`src/rtl/core/assert_macros.svh`:
```
// Assertion macros used by the sequencer module
`ifndef ASSERT_MACROS_SVH
`define ASSERT_MACROS_SVH

// Clocked assertion, switched off while reset is high
`define SKDT_ASSERT_RST(lbl, clk, rst, prop, msg) \
  lbl: assert property (@(posedge clk) disable iff (rst) prop) else $error(msg);

// Clocked assertion that also holds through reset
`define SKDT_ASSERT(lbl, clk, prop, msg) \
  lbl: assert property (@(posedge clk) prop) else $error(msg);

`endif

```
`src/rtl/core/skdt_pkg.sv`:
```
// Types and codes shared by the sorted key table modules
package skdt_pkg;

  typedef enum logic [1:0] {
    KIND_INSERT       = 2'd0,
    KIND_LOOKUP_VALUE = 2'd1,
    KIND_LOOKUP_DEPTH = 2'd2,
    KIND_CLEAR        = 2'd3
  } kind_t;

  typedef enum logic [2:0] {
    ST_HIT      = 3'd0,
    ST_MISS     = 3'd1,
    ST_INSERTED = 3'd2,
    ST_UPDATED  = 3'd3,
    ST_FULL     = 3'd4
  } status_t;

  typedef enum logic [2:0] {
    S_IDLE,
    S_SRCH,
    S_CMP,
    S_HIT_CHK,
    S_ACT,
    S_SHIFT_RD,
    S_SHIFT_WR,
    S_DONE
  } seq_state_t;

  // One stored entry
  typedef struct packed {
    logic [63:0]        key;
    logic signed [31:0] value;
    logic [7:0]         depth;
  } entry_t;

  // One request item
  typedef struct packed {
    kind_t  kind;
    entry_t entry;
  } req_t;

  // One result item
  typedef struct packed {
    status_t            status;
    logic signed [31:0] found_value;
    logic [7:0]         found_depth;
    logic [6:0]         entry_count;
  } rsp_t;

  // Sequencer status seen by the stream wrapper
  typedef struct packed {
    logic idle;
    logic done;
  } seq_stat_t;

endpackage

```
`src/rtl/core/skdt_seq.sv`:
```
// Sequencer: binary search, hit check and shift insert over the entry memory
`include "assert_macros.svh"

module skdt_seq #(
  parameter int CAPACITY = 64
) (
  input  logic                          clk,
  input  logic                          rst,
  input  logic                          start,
  input  skdt_pkg::req_t                req,
  input  logic                          out_stall,
  output skdt_pkg::seq_stat_t           stat,
  output skdt_pkg::rsp_t                rsp,
  output logic                          mem_we,
  output logic [$clog2(CAPACITY)-1:0]   mem_waddr,
  output skdt_pkg::entry_t              mem_wdata,
  output logic [$clog2(CAPACITY)-1:0]   mem_raddr,
  input  skdt_pkg::entry_t              mem_rdata
);

  localparam int AW = $clog2(CAPACITY);
  localparam int CW = $clog2(CAPACITY + 1);
  localparam logic [CW-1:0] CAP = CW'(CAPACITY);
  localparam logic [CW-1:0] ONE = CW'(1);

  skdt_pkg::seq_state_t state, state_next;
  skdt_pkg::req_t       req_r;
  skdt_pkg::rsp_t       rsp_r, rsp_next;
  logic [CW-1:0]        count, count_next;
  logic [CW-1:0]        lo, lo_next;
  logic [CW-1:0]        hi, hi_next;
  logic [CW-1:0]        idx, idx_next;
  logic                 hit, hit_next;
  logic [CW-1:0]        mid;
  logic [CW-1:0]        idx_dec;

  assign mid     = lo + ((hi - lo) >> 1);
  assign idx_dec = idx - ONE;

  // State register
  always_ff @(posedge clk) begin
    if (rst) begin
      state <= skdt_pkg::S_IDLE;
    end else begin
      state <= state_next;
    end
  end

  // Hold entry count, clear on reset
  always_ff @(posedge clk) begin
    if (rst) begin
      count <= '0;
    end else begin
      count <= count_next;
    end
  end

  // Working registers of the search and shift
  always_ff @(posedge clk) begin
    if (start && state == skdt_pkg::S_IDLE) begin
      req_r <= req;
    end
    lo    <= lo_next;
    hi    <= hi_next;
    idx   <= idx_next;
    hit   <= hit_next;
    rsp_r <= rsp_next;
  end

  // Next state, memory access and result
  always_comb begin
    state_next = state;
    count_next = count;
    lo_next    = lo;
    hi_next    = hi;
    idx_next   = idx;
    hit_next   = hit;
    rsp_next   = rsp_r;
    mem_we     = 1'b0;
    mem_waddr  = lo[AW-1:0];
    mem_wdata  = req_r.entry;
    mem_raddr  = lo[AW-1:0];

    unique case (state)
      skdt_pkg::S_IDLE: begin
        if (start) begin
          lo_next  = '0;
          hi_next  = count;
          hit_next = 1'b0;
          state_next = (req.kind == skdt_pkg::KIND_CLEAR) ? skdt_pkg::S_ACT
                                                          : skdt_pkg::S_SRCH;
        end
      end

      // Narrow the range or resolve the insertion point
      skdt_pkg::S_SRCH: begin
        if (lo < hi) begin
          mem_raddr  = mid[AW-1:0];
          state_next = skdt_pkg::S_CMP;
        end else if (lo < count) begin
          state_next = skdt_pkg::S_HIT_CHK;
        end else begin
          hit_next   = 1'b0;
          state_next = skdt_pkg::S_ACT;
        end
      end

      // Compare the probed key with the request key
      skdt_pkg::S_CMP: begin
        if (mem_rdata.key < req_r.entry.key) begin
          lo_next = mid + ONE;
        end else begin
          hi_next = mid;
        end
        state_next = skdt_pkg::S_SRCH;
      end

      skdt_pkg::S_HIT_CHK: begin
        hit_next   = (mem_rdata.key == req_r.entry.key);
        state_next = skdt_pkg::S_ACT;
      end

      // Act on the search result
      skdt_pkg::S_ACT: begin
        rsp_next.status      = skdt_pkg::ST_MISS;
        rsp_next.found_value = '0;
        rsp_next.found_depth = '0;
        rsp_next.entry_count = '0;
        state_next           = skdt_pkg::S_DONE;
        unique case (req_r.kind)
          skdt_pkg::KIND_CLEAR: begin
            count_next      = '0;
            rsp_next.status = skdt_pkg::ST_HIT;
          end
          skdt_pkg::KIND_LOOKUP_VALUE: begin
            if (hit) begin
              rsp_next.status      = skdt_pkg::ST_HIT;
              rsp_next.found_value = mem_rdata.value;
            end
          end
          skdt_pkg::KIND_LOOKUP_DEPTH: begin
            if (hit) begin
              rsp_next.status      = skdt_pkg::ST_HIT;
              rsp_next.found_depth = mem_rdata.depth;
            end
          end
          skdt_pkg::KIND_INSERT: begin
            if (hit) begin
              mem_we          = 1'b1;
              mem_wdata       = mem_rdata;
              mem_wdata.depth = req_r.entry.depth;
              rsp_next.status = skdt_pkg::ST_UPDATED;
            end else if (count >= CAP) begin
              rsp_next.status = skdt_pkg::ST_FULL;
            end else begin
              idx_next   = count;
              state_next = skdt_pkg::S_SHIFT_RD;
            end
          end
          default: ;
        endcase
      end

      // Read the entry below the gap, or drop the new entry in
      skdt_pkg::S_SHIFT_RD: begin
        if (idx > lo) begin
          mem_raddr  = idx_dec[AW-1:0];
          state_next = skdt_pkg::S_SHIFT_WR;
        end else begin
          mem_we          = 1'b1;
          mem_waddr       = lo[AW-1:0];
          mem_wdata       = req_r.entry;
          count_next      = count + ONE;
          rsp_next.status = skdt_pkg::ST_INSERTED;
          state_next      = skdt_pkg::S_DONE;
        end
      end

      // Move that entry up one slot
      skdt_pkg::S_SHIFT_WR: begin
        mem_we     = 1'b1;
        mem_waddr  = idx[AW-1:0];
        mem_wdata  = mem_rdata;
        idx_next   = idx_dec;
        state_next = skdt_pkg::S_SHIFT_RD;
      end

      skdt_pkg::S_DONE: begin
        if (!out_stall) begin
          state_next = skdt_pkg::S_IDLE;
        end
      end

      default: state_next = skdt_pkg::S_IDLE;
    endcase
  end

  // Status and result towards the stream side
  always_comb begin
    stat.idle       = (state == skdt_pkg::S_IDLE);
    stat.done       = (state == skdt_pkg::S_DONE);
    rsp             = rsp_r;
    rsp.entry_count = 7'(count);
  end

  `SKDT_ASSERT_RST(a_count_cap, clk, rst, count <= CAP, "entry count above capacity")
  `SKDT_ASSERT_RST(a_we_state, clk, rst, mem_we |-> (state == skdt_pkg::S_ACT || state == skdt_pkg::S_SHIFT_RD || state == skdt_pkg::S_SHIFT_WR), "write outside update states")
  `SKDT_ASSERT_RST(a_range, clk, rst, (state == skdt_pkg::S_SRCH) |-> (lo <= hi && hi <= count), "search range broken")
  `SKDT_ASSERT_RST(a_shift_above, clk, rst, (state == skdt_pkg::S_SHIFT_WR) |-> (idx > lo && idx <= count), "shift outside moved span")
  `SKDT_ASSERT_RST(a_done_hold, clk, rst, (state == skdt_pkg::S_DONE && out_stall) |=> (state == skdt_pkg::S_DONE), "result dropped while stalled")

endmodule

```
`config.mk`:
```
export PLATFORM = sky130hd
export DESIGN_NAME = skdt_seq
export DESIGN_NICKNAME = d
export VERILOG_FILES = /design/src/rtl/core/skdt_pkg.sv /design/src/rtl/core/skdt_seq.sv
export VERILOG_INCLUDE_DIRS = /design/src /design/src/rtl/core
export SDC_FILE = /design/constraint.sdc
export NUM_CORES = 1
export LEC_CHECK = 0
export ABC_AREA = 1
export BUFFER_PORTS_ARGS = -buffer_cell sky130_fd_sc_hd__buf_2
export CORE_AREA = 3 3 167 169
export CTS_CLUSTER_DIAMETER = 40
export DETAILED_ROUTE_END_ITERATION = 10
export DIE_AREA = 0 0 170 172
export PLACE_DENSITY_LB_ADDON = 0.05
export SETUP_SLACK_MARGIN = 0.4
export SYNTH_ARGS = -nofsm -noshare
export SYNTH_HDL_FRONTEND = slang
export SYNTH_SLANG_ARGS = --single-unit
export TNS_END_PERCENT = 10
```
`constraint.sdc`:
```
create_clock -name clk -period 9.6 [get_ports clk]
set_clock_uncertainty 0.2 [all_clocks]
set_input_delay 0.48 -clock clk [delete_from_list [all_inputs] [get_ports clk]]
set_output_delay 0.48 -clock clk [all_outputs]
set_load 0.05 [all_outputs]
```
Word-level counts from Yosys, hierarchy flattened
Cells that the tools add are included.
Widths: inputs -> output; s select.
{ "classes": {"addsub": 5, "magnitude_cmp": 5, "n_eq_ne": 23, "muxes": 45, "reduce_logical": 16} }
{ "ops": {"columns": ["cell", "n"], "rows": [
  ["$mux 104", 2],
  ["$pmux 104 s2", 1],
  ["$eq 64x64->1", 1],
  ["$lt 64x64->1", 1],
  ["$mux 7", 9],
  ["$pmux 7 s2", 4],
  ["$mux 33", 1],
  ["$mux 3", 8],
  ["$pmux 3 s8", 1],
  ["$mux 6", 3],
  ["$ne 2x2->1 const B", 9],
  ["$add 7x1->7 const B", 2],
  ["$lt 7x7->1", 2],
  ["$eq 3x3->1 const B", 4],
  ["$pmux 3 s4", 1],
  ["$pmux 6 s2", 1],
  ["$reduce_and 3->1", 3],
  ["$mux 1", 8],
  ["$reduce_and 2->1", 4],
  ["$reduce_and 4->1", 2],
  ["$add 7x6->7", 1],
  ["$ge 7x7->1 const B", 1],
  ["$gt 7x7->1", 1],
  ["$sub 7x1->7 const B", 1],
  ["other kinds (14)", 23]
]} }
{ "totals": {"regBits": 181, "out_inout_bits": 169} }

Depth between registers and ports, before layout
Gate-level depths: netlist of the first run.
{ "logic_depth": {"word_depth": 5, "ltp_mapped": 19} }

Worst setup path before layout of the first run
No wires, ideal clock.
{ "synth_timing": {"path_kind": "reg2reg", "startpoint": "register state[2]", "endpoint": "register req_r[0] in the netlist's numbering (enable)", "setup_ns": 0.572, "arrival_ns": 5.034, "t_required_ns": 8.828, "path_slack_ns": 3.794, "path_stages_with_launch": 4, "path_buffers": 0, "cell_sequence": "dfxtp_1 inv_2 nand2_1 nor2_1"} }
{ "synth_via": {"elab_chain_len": 2} }
{ "synth_lines": {"columns": ["element", "line_no", "rtl"], "rows": [
  ["start, declared", "skdt_seq.sv:26", "skdt_pkg::seq_state_t state, state_next;"],
  ["start signal, assigned", "skdt_seq.sv:43", "state <= skdt_pkg::S_IDLE;"],
  ["start signal, assigned", "skdt_seq.sv:45", "state <= state_next;"],
  ["$logic_not 3->1", "skdt_seq.sv:60", "if (start && state == skdt_pkg::S_IDLE) begin"],
  ["$logic_and 1x1->1", "skdt_seq.sv:60", null],
  ["end signal, assigned", "skdt_seq.sv:61", "req_r <= req;"],
  ["end, declared", "skdt_seq.sv:27", "skdt_pkg::req_t req_r;"]
]} }
No other way between the ends.
A chain may end at the register's enable or synchronous reset.

Worst setup path in the final report of the first run
{ "layout_timing": {"startpoint": "register lo[1]", "endpoint": "output port mem_raddr[4]"} }
{ "layout_via": {"elab_chain_len": 4} }
{ "layout_lines": {"columns": ["element", "line_no", "rtl"], "rows": [
  ["start, declared", "skdt_seq.sv:30", "logic [CW-1:0] lo, lo_next;"],
  ["start signal, assigned", "skdt_seq.sv:63", "lo <= lo_next;"],
  ["$sub 7x7->7", "skdt_seq.sv:37", "assign mid = lo + ((hi - lo) >> 1);"],
  ["$add 7x6->7", "skdt_seq.sv:37", null],
  ["$mux 6", "skdt_seq.sv:97", "if (lo < hi) begin"],
  ["$pmux 6 s2 (*)", "skdt_seq.sv:84", "unique case (state)"],
  ["end, declared", "skdt_seq.sv:17", "output logic [$clog2(CAPACITY)-1:0] mem_raddr,"]
]} }
Mark *: on every way between the ends. The rest lies on a longest branch, timed or not.

==> results of run 1 <==
sequential cells by signal, indices dropped and copies added, names as in the netlist:
name and flops:
hi 7, lo 7, hit 1, req_r 106, rsp 43, idx 7
state 3, count 7
cells in the final DEF (no fill, tap or decap), types with 2 or more instances in the layout:
master and n:
dlygate4sd3_1 15, inv_1 173, xnor2_1 7, nor3_1 7
nor2_1 92, nor2_4 3, nand3_1 30, xor2_1 10
a31oi_1 3, nand4_1 9, edfxtp_1 171, inv_8 4
nor2_2 4, o21ai_2 3, buf_2 382, a21oi_1 57
o21ai_0 88, clkbuf_16 17, diode_2 5, dfxtp_1 10
nand2_2 4, buf_4 5, a21o_1 5, clkinv_4 4
nor4_1 2, fa_1 2, ha_1 95, or2_2 3
o211ai_1 11, nand2_1 288, inv_2 6, clkinv_8 4
o21ai_1 40
cell type report:
cell class / instances / share of cell area [%]
Sequential cell: 181 / 39.6
Multi-Input combinational cell: 770 / 32.1
Timing Repair Buffer: 402 / 15.6
Inverter: 180 / 5.04
Tap cell: 341 / 3.17
Clock buffer: 17 / 3.16
Clock inverter: 14 / 1.20
Antenna cell: 5 / 0.0930
through the flow:
step                power, W  util (%)  std cells  hold slack, ns  area, um2
CTS                  0.00484      49.9       1894       0.0000168      13300
finish               0.00481      50.4       1910          0.0213      13500
global placement     0.00411      47.6       1859           0.320      12700
floorplan            0.00343         -       1162           0.349      10500
detailed placement   0.00413      47.6       1859           0.325      12700
global route         0.00516      50.3       1908        0.000506      13500
worst max-delay path, cell delays in order, from the launching register on:
cell and delay (ns):
edfxtp_1 0.38, inv_1 0.18, fa_1 0.50, nand3_1 0.11, nand2_1 0.09, xnor2_1 0.15
inv_1 0.06, ha_1 0.33, a21oi_1 0.21, nand2_1 0.09, xor2_1 0.40, inv_1 0.13
nand2_1 0.09, nand3_1 0.07, o211ai_1 0.11, buf_2 0.29
routing by layer:
layer  GRT usage, %  vias up  share of wire [%]
met5              0        -               0.28
met2           37.2      291                 50
met1           26.2     4070                 41
li1               -     4655                  -
met4           5.82       14                1.8
met3           5.33       45                6.8
worst max-delay path by stage:
| stage | from | endpoint | slack [ns] | cells after the start |
|---|---|---|---|---|
| after floorplan | state[2] | req_r[0] | 3.79 | 3 |
| after CTS | state[0] | mem_wdata[65] | 5.30 | 9 |
| after global placement | state[0] | mem_wdata[81] | 5.84 | 9 |
| final | lo[1] | mem_raddr[4] | 5.31 | 15 |
| after global routing | state[0] | mem_wdata[43] | 4.98 | 9 |
| after detailed placement | state[0] | mem_wdata[65] | 5.78 | 9 |
report_power, final:
group | internal, W | switching [W] | total, W
sequential | 0.00115 | 0.0000784 | 0.00123
combinational | 0.000721 | 0.00216 | 0.00288
clock | 0.000349 | 0.000347 | 0.000696
total | 0.00222 | 0.00259 | 0.00481
kinds of logic after synthesis:
| family | after synthesis | synth area share (%) |
|---|---|---|
| xor+xnor | 18 | 1.57 |
| fa+ha+maj | 97 | 11.7 |
| compound gates | 211 | 10.7 |
| buf+inv | 211 | 8.35 |
| simple gates | 444 | 17.0 |
| flops | 181 | 50.7 |
==> reports/qor.yml, run 1 <==
status:
  status: "finished clean"
timing:
  final-setup-viol-count: 0
  min_period_over_period_pct: 44.6
  worst-slew-pin-transition_ns: 1.07
  period_minus_slack_ns: 4.29
  rsz0062_at_grt: "no"
  slew_headroom_pct: 27.9
  timing.setup.tns_ns: 0
  timing.final.ws_setup_ns: 5.31
  finalHoldViolations: 0
  fmax_mhz: 233
  drv_slew: 0
detailed_routing:
  dr.pass1.iters: 7
  ant_nets: 0
  wire_per_inst_um: 16.9
  finalWirelength_um: 32300
  drc_errors: 0
  drt_iter0_drc: 473
  vias: 9075
  via_per_inst: 4.75
synth:
  async_flop_share_pct: 0
  ys_ff_latch: 181
  yosysMostFrequentCell: "nand2_1"
  syn_inst: 1162
  yosys_warnings: 0
  syn-num-nets: 1473
  ys_seq_area_share_pct: 50.7
  synthTopCellsByArea: "edfxtp_1 49%, ha_1 11%, nand2_1 10%"
  synth.top_cell.area_share_pct: 48.8
  synth-main-ff-cell: "edfxtp_1"
  yosysTopAreaCell: "edfxtp_1"
  synth_cell_types: 37
  synth_edf_count: 171
  synth.avg_cell_area_um2: 9.06
  syn_area_mm2: 0.0105
  netlist_top_cells_count: "288 x nand2_1, 173 x inv_1, 171 x edfxtp_1"
final_layout:
  multiInputGateArea_mm2: 0.00432
  fillers: 2650
  drive_above_1_share_pct: 28.4
  seqCellArea_mm2: 0.00534
  fin_nets: 1863
  area_growth_pct: 27.8
floorplan:
  die_area_mm2: 0.0292
  dieWidth_um: 170
  die_y_um: 172
  io-pin-count: 383
  core_area_mm2: 0.0267
  rows: 60
  initial_utilization_pct: 39.4
critical_path:
  r2r_setup_slack_ns: 6.11
  worstReg2RegStart: "lo[1]"
  worstPathRequired_ns: 8.92
  r2r-end: "lo[6]"
  critPathCaptureType: "primary output"
  crit_arrival_ns: 3.61
  path_max_fanout: 8
  worstSetupStartpointType: "flip-flop"
  worstSetupPathType: "flip-flop to primary output"
  r2r_cells: 13
clock_network:
  cts.clk_slew.worst_paths_ns: 0.08
  cts_buffers: 17
  clk_latency_ns: 0.43
  cts_max_level: 4
  cts_tree: "done"
  cts-resized-gates: 0
  cts_setup_buffers: 0
  ctsHoldBuffers: 4
  clk_path_buf_depth: 2
  root_buffer: "clkbuf_16"
  numClockSinks: 181
place:
  gp_congestion: 0.858
  place_ws_ns: 5.78
  io_buffers: 382
  hpwl_um: 25600
global_route:
  first_global_vias: 8534
  grt_pass1_wl_um: 47300
  grt_max_degree: 71
  grtUsageTotal_pct: 21.2
  overflow: 0
  grt_antenna_before_repair: 11
power:
  power-per-cell-area_mw_per_mm2: 358
  ir_worst_vdd_mv: 0.150
  leakage_nw: 6.45
hold_path:
  hold_end: "req_r[25]"
  worstHoldPathCells: 1
  hp-start: "req[25]"
  min_path_type: "input pin to flip-flop"
job:
  drv_cap: 0
No activity file was read; power rests on OpenSTA's default activity.
==> run 2, diff against run 1 <==
clock period = 4.4 ns   (was 9.6 ns; I/O delays follow)
==> reports/qor.yml, run 2 (synthesis results as in run 1) <==
status:
  status: "finished clean"
timing:
  finalHoldViolations: 0  # unchanged
  hold_slack_ns: 0.0839  # +0.0625 ns
  timing.setup.tns_ns: 0  # unchanged
  min_period_over_period_pct: 85.8
  drv_slew: 0  # unchanged
  rsz0062_at_grt: "yes"
  worst-slew-pin-transition_ns: 1.19  # +0.125 ns
  period_minus_slack_ns: 3.78
  final-setup-viol-count: 0  # unchanged
  fmax_mhz: 265
  slew_headroom_pct: 19.5  # -8.4 points
floorplan:
  dieWidth_um: 170  # unchanged
  rows: 60  # unchanged
  initial_utilization_pct: 39.4  # unchanged
  core_area_mm2: 0.0267  # unchanged
  die_area_mm2: 0.0292  # unchanged
  die_y_um: 172  # unchanged
  io-pin-count: 383  # unchanged
final_layout:
  multiInputGateArea_mm2: 0.00433  # +0.17%
  final_cell_mix: "381 x buf_2, 288 x nand2_1, 173 x inv_1"
  regMostFlops: "req_r"
  largest_register_ffs: 106  # unchanged
  layout_commonest_cell: "buf_2"
  drive_above_1_share_pct: 26.4  # -2.0 points
  fillers: 2475  # -6.6%
  seqCellArea_mm2: 0.00534  # unchanged
  area_growth_pct: 41.0
  final_util_pct: 55.5  # +5.2 points
  fin_nets: 2000  # +7.4%
place:
  gp_congestion: 0.876  # +2.1%
  io_buffers: 382  # unchanged
  hpwl_um: 25100  # -2.0%
critical_path:
  worstPathRequired_ns: 3.98  # -4.94 ns
  worstSetupStartpointType: "flip-flop"
  slowest_delay_ns: 0.50  # about the same
  r2r_setup_slack_ns: 1.04  # -5.07 ns
  path_max_fanout: 8  # unchanged
  crit_arrival_ns: 3.36  # -0.25 ns
  r2r_cells: 13  # unchanged
  crit_slowest_cell: "fa_1"
  worstReg2RegStart: "lo[1]"
  cp_cell_sequence: "inv_1 > fa_1 > nand3_1 > nand2_1 > xnor2_1 > inv_1 > ha_1 > a21oi_1 > nand2_1 > xor2_2 > inv_1 > nand2_1 > nand3_1 > o211ai_1 > clkbuf_4"
  critPathCaptureType: "primary output"
  worstSetupPathType: "flip-flop to primary output"
  r2r-end: "lo[6]"
clock_network:
  root_buffer: "clkbuf_16"
  cts_buffers: 17  # unchanged
  clk_latency_ns: 0.44  # about the same
  cts_max_level: 4  # unchanged
  cts.clk_slew.worst_paths_ns: 0.07  # about the same
  cts_tree: "done"
  clk_path_buf_depth: 2  # unchanged
  numClockSinks: 181  # unchanged
detailed_routing:
  finalWirelength_um: 33200  # +2.6%
  drc_errors: 0  # unchanged
  dr.pass1.iters: 5  # -2
  drt_iter0_drc: 585  # +24%
  vias: 9642  # +6.2%
  wire_per_inst_um: 16.2  # -4.3%
  ant_nets: 0  # unchanged
  via_per_inst: 4.71  # -0.86%
global_route:
  grt_max_degree: 71  # unchanged
  first_global_vias: 9495  # +11%
  grt_pass1_wl_um: 50100  # +6.0%
  overflow: 0  # unchanged
  grt_antenna_before_repair: 8  # -3
  grtUsageTotal_pct: 22.0  # +0.75 points
power:
  ir_worst_vdd_mv: 0.465  # +210%
  power-per-cell-area_mw_per_mm2: 721  # +100%
  leakage_nw: 7.03  # +8.9%
hold_path:
  worstHoldPathCells: 5  # +4
  min_path_type: "input pin to flip-flop"
  hold_end: "state[2]"
  hp-start: "start"
job:
  drv_cap: 0  # unchanged
[run 2: critical path: cells and delay by family (launching register included)]
| family | cells | cell delay [ns] |
|---|---|---|
| DFF | 1 | 0.40 |
| AOI/OAI and AO/OA | 2 | 0.31 |
| and+or+nand+nor | 5 | 0.44 |
| xor gates and xnor gates | 2 | 0.37 |
| adders and majority gates | 2 | 0.83 |
| buffers and inverters | 4 | 0.59 |
[run 2: how the worst max path moves through the flow]
stage,end,from
finish,mem_raddr[4],lo[1]
global route,mem_raddr[5],lo[2]
CTS,mem_raddr[4],lo[1]
detailed placement,mem_raddr[4],lo[1]
global placement,mem_raddr[4],lo[1]
floorplan,mem_raddr[4],lo[0]
[run 2: layout make-up]
class | count | share of cell area, %
multi-input cells | 770 | 29.2
well taps | 341 | 2.87
diodes | 5 | 0.0843
clock buffers | 17 | 2.87
repair buffers | 539 | 23.4
inverters | 180 | 4.57
flip-flops and latches | 181 | 35.9
clock inverters | 14 | 1.08
[run 2: metrics by stage]
step                      cell area, um2  setup slack, ns  cells  total power [W]
after floorplan                    10500             1.18   1162          0.00744
after global placement             12700            0.965   1862          0.00891
after detailed placement           12700            0.943   1862          0.00899
after CTS                          14800            0.467   2041           0.0107
after global routing               14800            0.393   2046           0.0115
final                              14800            0.624   2047           0.0107
[run 2: timing repair]
item / 4_1_cts / 5_1_grt
resized for setup: 0 / 2
hold buffers: 148 / 0
buffers inserted: 0 / 1
endpoints found under the setup margin: 0 / 2
endpoints found under the hold margin: 153 / 0
[run 2: per-layer routing]
metal / vias up / track usage, % / wire, um
met5: - / 0 / 37
met4: 6 / 6.67 / 745
met3: 38 / 5.56 / 2110
met2: 301 / 39.4 / 17000
met1: 4376 / 26.1 / 13300
li1: 4921 / - / -
[run 2: report_power, final]
group          switching (W)  leakage, nW  internal, W  total, W
Combinational        0.00473         5.05      0.00175   0.00648
Sequential          0.000168         1.70      0.00251   0.00268
Clock               0.000781        0.279     0.000762   0.00154
Total                0.00568         7.03      0.00502    0.0107
==> run 3, diff against run 2 <==
ABC_AREA = 0   (was 1)
ABC_CLOCK_PERIOD_IN_PS = 4400   (was not set)
CORE_AREA = 3 3 166 168   (was 3 3 167 169)
DIE_AREA = 0 0 169 171   (was 0 0 170 172)
MAX_ROUTING_LAYER = met4   (was not set)
==> reports/qor.yml, run 3 <==
detailed_routing:
  ant_nets: 0  # unchanged
  drt_iter0_drc: 499  # -15%
  dr.pass1.iters: 5  # unchanged
  drc_errors: 0  # unchanged
  finalWirelength_um: 32700  # -1.3%
  wire_per_inst_um: 18.4  # +13%
  via_per_inst: 4.91  # +4.2%
  vias: 8740  # -9.4%
place:
  dpl_cell_area_mm2: 0.0128  # +0.64%
  io_buffers: 382  # unchanged
  hpwl_um: 24900  # -0.83%
  gp_congestion: 0.866  # -1.2%
synth:
  synth_cell_types: 56  # +51%
  yosysTopAreaCell: "edfxtp_1"
  synth_edf_count: 171  # unchanged
  yosys_warnings: 0  # unchanged
  async_flop_share_pct: 0  # unchanged
  yosysMostFrequentCell: "edfxtp_1"
  netlist_top_cells_count: "171 x edfxtp_1, 110 x mux2_2, 95 x ha_1, 95 x inv_1"
  synth.top_cell.area_share_pct: 49.2  # +0.39 points
  synthTopCellsByArea: "edfxtp_1 49%, mux2_2 12%, ha_1 11%"
  syn-num-nets: 1189  # -19%
  synth-main-ff-cell: "edfxtp_1"
  syn_area_mm2: 0.0104  # -0.80%
  ys_seq_area_share_pct: 51.1  # +0.41 points
  ys_ff_latch: 181  # unchanged
  syn_inst: 878  # -24%
  synth.avg_cell_area_um2: 11.9  # +31%
hold_path:
  min_path_type: "input pin to flip-flop"
timing:
  drv_slew: 0  # unchanged
  slew_headroom_pct: 32.3  # +13 points
  period_minus_slack_ns: 3.89  # +0.116 ns
  hold_slack_ns: 0.204  # +0.120 ns
  timing.setup.tns_ns: 0  # unchanged
  finalHoldViolations: 0  # unchanged
  min_period_over_period_pct: 88.4  # +2.6 points
  rsz0062_at_grt: "yes"
  fmax_mhz: 257  # -3.0%
  worst-slew-pin-transition_ns: 1.01  # -0.181 ns
  final-setup-viol-count: 0  # unchanged
floorplan:
  die_y_um: 171  # -0.58%
  dieWidth_um: 169  # -0.59%
  rows: 59  # -1.7%
  core_area_mm2: 0.0261  # -2.5%
  initial_utilization_pct: 40.1  # +0.69 points
  die_area_mm2: 0.0289  # -1.2%
  io-pin-count: 383  # unchanged
clock_network:
  cts.clk_slew.worst_paths_ns: 0.08  # about the same
  clk_latency_ns: 0.43  # about the same
  root_buffer: "clkbuf_16"
  clk_path_buf_depth: 2  # unchanged
  cts_max_level: 4  # unchanged
  cts_tree: "done"
  cts_buffers: 17  # unchanged
  numClockSinks: 181  # unchanged
global_route:
  overflow: 0  # unchanged
  grtUsageTotal_pct: 22.8  # +0.85 points
  grt_max_degree: 74  # +4.2%
  grt_antenna_before_repair: 7  # -1
  grt_pass1_wl_um: 49400  # -1.5%
  first_global_vias: 8978  # -5.4%
final_layout:
  fin_nets: 1737  # -13%
  area_growth_pct: 44.8
  fin_area_mm2: 0.0151  # +1.9%
  layout_commonest_cell: "buf_2"
  fillers: 2219  # -10%
  regMostFlops: "req_r"
  largest_register_ffs: 106  # unchanged
  drive_above_1_share_pct: 40.4  # +14 points
  final_cell_mix: "379 x buf_2, 171 x edfxtp_1, 149 x dlygate4sd3_1"
power:
  ir_worst_vdd_mv: 0.666  # +43%
  leakage_nw: 6.74  # -4.1%
  power-per-cell-area_mw_per_mm2: 697  # -3.2%
critical_path:
  path_max_fanout: 3  # -5
  worstSetupPathType: "flip-flop to primary output"
  cp_cell_sequence: "inv_2 > ha_4 > nor2b_4 > o21ai_2 > and2_4 > o21bai_2 > a21oi_2 > xnor2_2 > ha_4 > a21o_1 > a31oi_2 > a21boi_2 > nor3_2 > mux2i_1 > o221ai_1 > buf_4"
  worstSetupStartpointType: "flip-flop"
  crit_slowest_cell: "edfxtp_1"
  cp_num_buf_inv: 2  # -2
  slowest_delay_ns: 0.41  # -0.09 ns
  crit_top_cell: "ha_4"
  critPathCaptureType: "primary output"
  worstPathRequired_ns: 3.98  # about the same
  cp_top_family: "compound AO/OA/AOI/OAI gates"
  crit_arrival_ns: 3.47  # +0.11 ns
status:
  status: "finished clean"
job:
  drv_cap: 0  # unchanged
-- run 3: cell types whose count changed after synthesis, sizes merged, moves of 19 or more --
cell | before | now
nand2 | 292 | 51
mux2 | 0 | 110
nor2 | 99 | 33
inv | 180 | 95
o21ai | 131 | 36
buf | 22 | 3
and2 | 0 | 44
-- run 3: tightest hold or removal path: stages --
cell     delay [ns]
buf_2          0.09
ha_1           0.23
nand3_1        0.09
nor4_1         0.05
-- run 3: repair_timing --
action	in CTS	in global routing
gates resized for setup	6	19
cloned	0	0
pin swaps	1	14
hold buffers	149	0
endpoints found under the setup margin	4	4
hold endpoints to repair	152	0
buffers inserted	3	7
-- run 3: layout make-up --
class | count | area (um2) | area share, %
inverters | 95 | 360 | 2.38
clock buffers | 17 | 425 | 2.81
well taps | 335 | 419 | 2.77
flip-flops and latches | 181 | 5340 | 35.3
clock inverters | 15 | 179 | 1.18
multi-input cells | 579 | 4790 | 31.7
diodes | 7 | 17.5 | 0.116
repair buffers | 552 | 3590 | 23.8
-- run 3: metal layers --
layer  part of all wire (%)  up-vias  global-route usage [%]
li1                       -     4350                       -
met1                     41     4033                    26.3
met2                     49      300                    39.0
met3                    7.0       57                    5.57
met4                    3.2        0                    8.40
met5                      0        -                       -
-- run 3: cell families after synthesis --
logic type / synth area share, %
adder cells (fa/ha/maj): 11.8
flip-flops: 51.1
buffers and inverters: 4.28
multiplexers: 12.4
XOR/XNOR: 1.34
AND/OR/NAND/NOR: 10.6
AO/OA/AOI/OAI: 8.47
-- run 3: worst paths after layout --
kind                                     from      endpoint  slack, ns  cells after the start
worst max-delay path                    lo[1]  mem_raddr[5]       0.51                     16
worst min register to register       count[5]      count[5]       0.44                      2
worst min-delay path            mem_rdata[41]           hit       0.20                      4
worst max register to register     req_r[102]         hi[3]       0.76                      8
-- run 3: through the flow --
| stage | cells | utilization (%) | total power, W | setup slack [ns] |
|---|---|---|---|---|
| 2_1_floorplan | 878 | - | 0.00702 | 0.423 |
| 3_3_place_gp | 1583 | 49.2 | 0.00848 | 0.409 |
| 3_5_place_dp | 1583 | 49.2 | 0.00848 | 0.421 |
| 4_1_cts | 1767 | 57.4 | 0.0103 | 0.424 |
| 5_1_grt | 1781 | 58.0 | 0.0112 | 0.296 |
| 6_report | 1781 | 58.0 | 0.0105 | 0.508 |
-- run 3: power breakdown --
group / internal, W / switching [W] / total (W)
Clock: 0.000773 / 0.000791 / 0.00156
Sequential: 0.00245 / 0.000198 / 0.00265
Combinational: 0.00220 / 0.00413 / 0.00633
Total: 0.00542 / 0.00512 / 0.0105
